### config.mk
export PLATFORM = sky130hd
export DESIGN_NAME = swmsm_ram
export DESIGN_NICKNAME = d
export VERILOG_FILES = /design/src/design/swmsm_ram.sv
export SDC_FILE = /design/constraint.sdc
export NUM_CORES = 1
export LEC_CHECK = 0
export BUFFER_PORTS_ARGS = -buffer_cell sky130_fd_sc_hd__buf_2
export CAP_MARGIN = 5
export CORE_AREA = 4 4 50 52
export CTS_CLUSTER_SIZE = 28
export DETAILED_ROUTE_END_ITERATION = 10
export DIE_AREA = 0 0 54 56
export GPL_TIMING_DRIVEN = 0
export MAX_ROUTING_LAYER = met4
export PLACE_DENSITY = 0.67
export SKIP_CTS_REPAIR_TIMING = 1
export SYNTH_ARGS = -nofsm -noshare
export SYNTH_HDL_FRONTEND = slang
export SYNTH_SLANG_ARGS = --single-unit
### constraint.sdc
create_clock -name clk -period 1.2 [get_ports clk]
set_input_delay 0.24 -clock clk [delete_from_list [all_inputs] [get_ports clk]]
set_output_delay 0.24 -clock clk [all_outputs]
set_load 0.005 [all_outputs]
### src/design/swmsm_ram.sv
// ----------------------------------------------------------------------------
// swmsm_ram
// Generic simple dual port RAM, one write and one registered read port.
// ----------------------------------------------------------------------------
module swmsm_ram #(
	parameter int WIDTH = 8,
	parameter int DEPTH = 2
) (
	input  logic                     clk,
	input  logic                     we,
	input  logic [$clog2(DEPTH)-1:0] waddr,
	input  logic [WIDTH-1:0]         wdata,
	input  logic                     re,
	input  logic [$clog2(DEPTH)-1:0] raddr,
	output logic [WIDTH-1:0]         rdata
);

	logic [WIDTH-1:0] mem [DEPTH];

	always_ff @(posedge clk) begin
		if (we) begin
			mem[waddr] <= wdata;
		end
		if (re) begin
			rdata <= mem[raddr];
		end
	end

endmodule

; ---- Yosys cells after proc, flatten, opt, wreduce, memory -nomap -nowiden
; Memories as Yosys holds them, arrays and structs flattened. A register that Yosys moved wholly into a read port is not among the register bits.
; Index checks and enable logic that the tools add are counted.
[word_totals]
mem_bits_rw = 16
n_memories = 1
wordCells = 3
regBits = 0
out_inout_bits = 8
in_bits = 13
[mem_list]
columns = name, depth, width, read_ports, rd_ports_with_merged_regs, write_ports, line
row1 = mem, 2, 8, 1, 1, 1, 18  ; logic [WIDTH-1:0] mem [DEPTH];
[classes]
muxes = 2
[op_table]
columns = operator, n
row1 = 1-bit 2-to-1 mux, 2

; ---- Longest topological paths before layout
[depth]
word_depth = 2
mapped_depth = 2
mapped_depth_nobuf = 1

; ---- Least setup slack after synthesis
; No wires, ideal clock.
[synth_timing]
path_type = input-to-reg
from = input we
to = memory mem[0][0], enable pin
t_required_ps = 827
path_stages = 1
arrival_time_ps = 660
path_buffers = 0
path_slack_ps = 167
cell_sequence = nor2b_1
[synth_via]
elab_chain_cells = 2
[synth_lines]
columns = element, line
row1 = "start, declared", 10  ; input logic we,
row2 = 1-bit 2-to-1 mux, 21  ; if (we) begin
row3 = 1-bit 2-to-1 mux (not written as such), 22  ; mem[waddr] <= wdata;
row4 = "end, declared", 18
; Every way passes these cells.

; ---- Worst setup path after layout
[layout_timing]
from = register rdata[5], read port of mem
to = output rdata[5]
[layout_lines]
columns = element, line
row1 = "start, declared", 15  ; output logic [WIDTH-1:0] rdata
; No word-level cell between the ends.

==> out/qor.txt <==
Hold WC Path Type -> input port to flop
Crit path buffers/inverters -> 1
Crit start category -> flop
TritonCTS Sinks -> 24
Reg2Reg Launch Point -> mem[1][7]
Largest net degree at the start of global routing -> 14
Synth Instances -> 35
Critical path depth -> 1
Design area -> 1020 sq um
Num CTS Buffers -> 3
IO buf count -> 19
Yosys cell types -> 5
Worst hold path depth -> 1
FF+latch count, synth -> 24
Placed wire-length estimate -> 722 microns
Synth area leader -> edfxtp_1
Wire length on met3 -> 106 microns
Pwr Density -> 1420 nW/um^2
Die area -> 3020 sq um
Leak -> 0.395 nW
Max-cap check violation count -> 0
WP data arrival -> 0.82 ns
Overflow left after global routing -> 0
Die Y -> 56 microns
Slew margin rel. -> 0.519
Post-route insts no fill -> 86
Fillers -> 185
Mean Syn Cell Area -> 24.7 sq um
Net Count, Synth -> 48
Most common flop cell mapped by yosys -> edfxtp_1
Layout Skew -> 0.000502 ns
P&R area growth vs syn -> 18.1%
Max Used Layer -> met4
Top cell type's share of synthesized area -> 0.834
Core ar. -> 2110 sq um
Cell area after placement -> 995 sq um
CTS Root Cell -> clkbuf_4
Initial antenna violation count -> 0
DR vias -> 373
Register area share after synthesis -> 0.834
Worst EP required -> 0.96 ns
Routed WL -> 972 microns
Fraction of registers with async set/reset -> 0
Hold EP -> mem[0][4]
Clock Pin Slew Worst Setup and Hold Paths -> 0.12 ns
Worst R2R Path Depth -> 1
Cell Area, Synth -> 865 sq um
N_diodes -> 0
CP Max Fanout -> 1
Routed vias/inst -> 4.34
Clock Latency Late Sink -> 0.30 ns
DR iter-0 viols -> 2
Yosys warning count -> 0
Worst Setup End Kind -> output port
Tot GR Track Use -> 0.0778
Synth cell count leaders -> 24 x edfxtp_1, 8 x mux2_4, 1 x and2_1, 1 x buf_6, 1 x nor2b_1
Initial core utilization -> 0.411
Worst r2r dst -> rdata[7]
Fin crit period -> 1.06 ns
Wl on met1 -> 427 microns
Crit Path Category -> flop to output port
Share of post-route cells with drive strength above 1 -> 0.534
Fin crit share -> 0.881
Final Setup Violations -> 0
Placed cells -> 82
Synth area leaders -> edfxtp_1 83%, mux2_4 14%, buf_6 1.3%
Max Freq -> 945 MHz
Min-delay src -> wdata[4]
DR pass1 iterations -> 2
Fin nets -> 72
Post-synth EDFFs -> 24
Rows -> 17
Max incr delay on CP -> 0.38 ns
Global-route wire length before repair -> 1530 microns
ANT nets after route -> 0
Crit path max-delay cell type -> edfxtp_1
R2r setup slk -> 0.31 ns
Max rail drop VDD -> 752 uV
DR WL met2 -> 409 microns
Routed WL per cell -> 11.3 microns
RSZ-0062 raised after global routing -> false
Status -> finished clean
I/O pin cnt -> 21
Fin. max-slew vios -> 0
Clock buffer depth -> 2
CP delay by family, top -> flip-flops
Actual slew at the worst max-slew pin -> 0.720 ns
Vias in the first global route -> 366
Routability cong. -> 0.651
Final hold violation count -> 0
Die width -> 54 microns
Most frequent cell after synthesis -> edfxtp_1
DRC Markers -> 0
CTS tree -> done
Htree depth -> 1
CP Cell Sequence -> buf_2
## layout make-up
cell class | instances | area [sq um] | share of cell area
multi-input combinational | 10 | 133 | 0.130
tap | 28 | 35.0 | 0.0343
timing repair buffer | 19 | 95.1 | 0.0931
clock buffer | 3 | 22.5 | 0.0221
sequential | 24 | 721 | 0.706
buffer | 1 | 11.3 | 0.0110
clock inverter | 1 | 3.75 | 0.00368
## state kept, by name (all words and copies together), names as in the netlist
register and flops:
rdata 8, mem 16
## cell usage in the layout, fill, tap and decap left out
cell type / count
and2_1: 1
buf_2: 19
buf_6: 1
clkbuf_4: 3
clkinv_1: 1
edfxtp_1: 24
mux2_4: 8
nor2b_1: 1
## metrics by stage
step,total power (W),hold slack [ns],setup WS [ns],TNS (ns),utilization
after detailed placement,0.00113,0.431,-0.0923,-0.737,0.472
final,0.00145,0.113,0.142,0,0.485
after global routing,0.00151,0.0876,0.0957,0,0.485
after CTS,0.00146,0.0997,0.136,0,0.485
after global placement,0.00113,0.428,-0.0756,-0.604,0.472
after floorplan,0.00108,0.339,0.167,0,-
## how the worst max path moves through the flow
stage / from / to / slack [ns]
6_report: rdata[5] / rdata[5] / 0.14
5_1_grt: rdata[1] / rdata[1] / 0.1
4_1_cts: rdata[6] / rdata[6] / 0.14
3_5_place_dp: we / mem[0][0] / -0.09
3_3_place_gp: waddr / mem[0][0] / -0.08
2_1_floorplan: we / mem[0][0] / 0.17
## cells by family (layout without fill, tap and decap cells)
logic type / count (synthesis) / in the layout / share of synthesized area
buffers and inverters: 1 / 24 / 0.0130
flip-flops: 24 / 24 / 0.834
multiplexers: 8 / 8 / 0.139
AND/OR/NAND/NOR: 2 / 2 / 0.0145
## routing by layer
layer / GRT usage / up-vias
met5: - / -
met4: 0.0641 / 0
met3: 0.0322 / 4
met2: 0.104 / 22
met1: 0.0882 / 164
li1: - / 183
## power by group
group	internal [W]	switching, W	total [W]
combinational	0.0000654	0.0000439	0.000109
sequential	0.000989	0.0000122	0.00100
clock	0.000121	0.000217	0.000338
No activity file was read; power rests on OpenSTA's default activity.
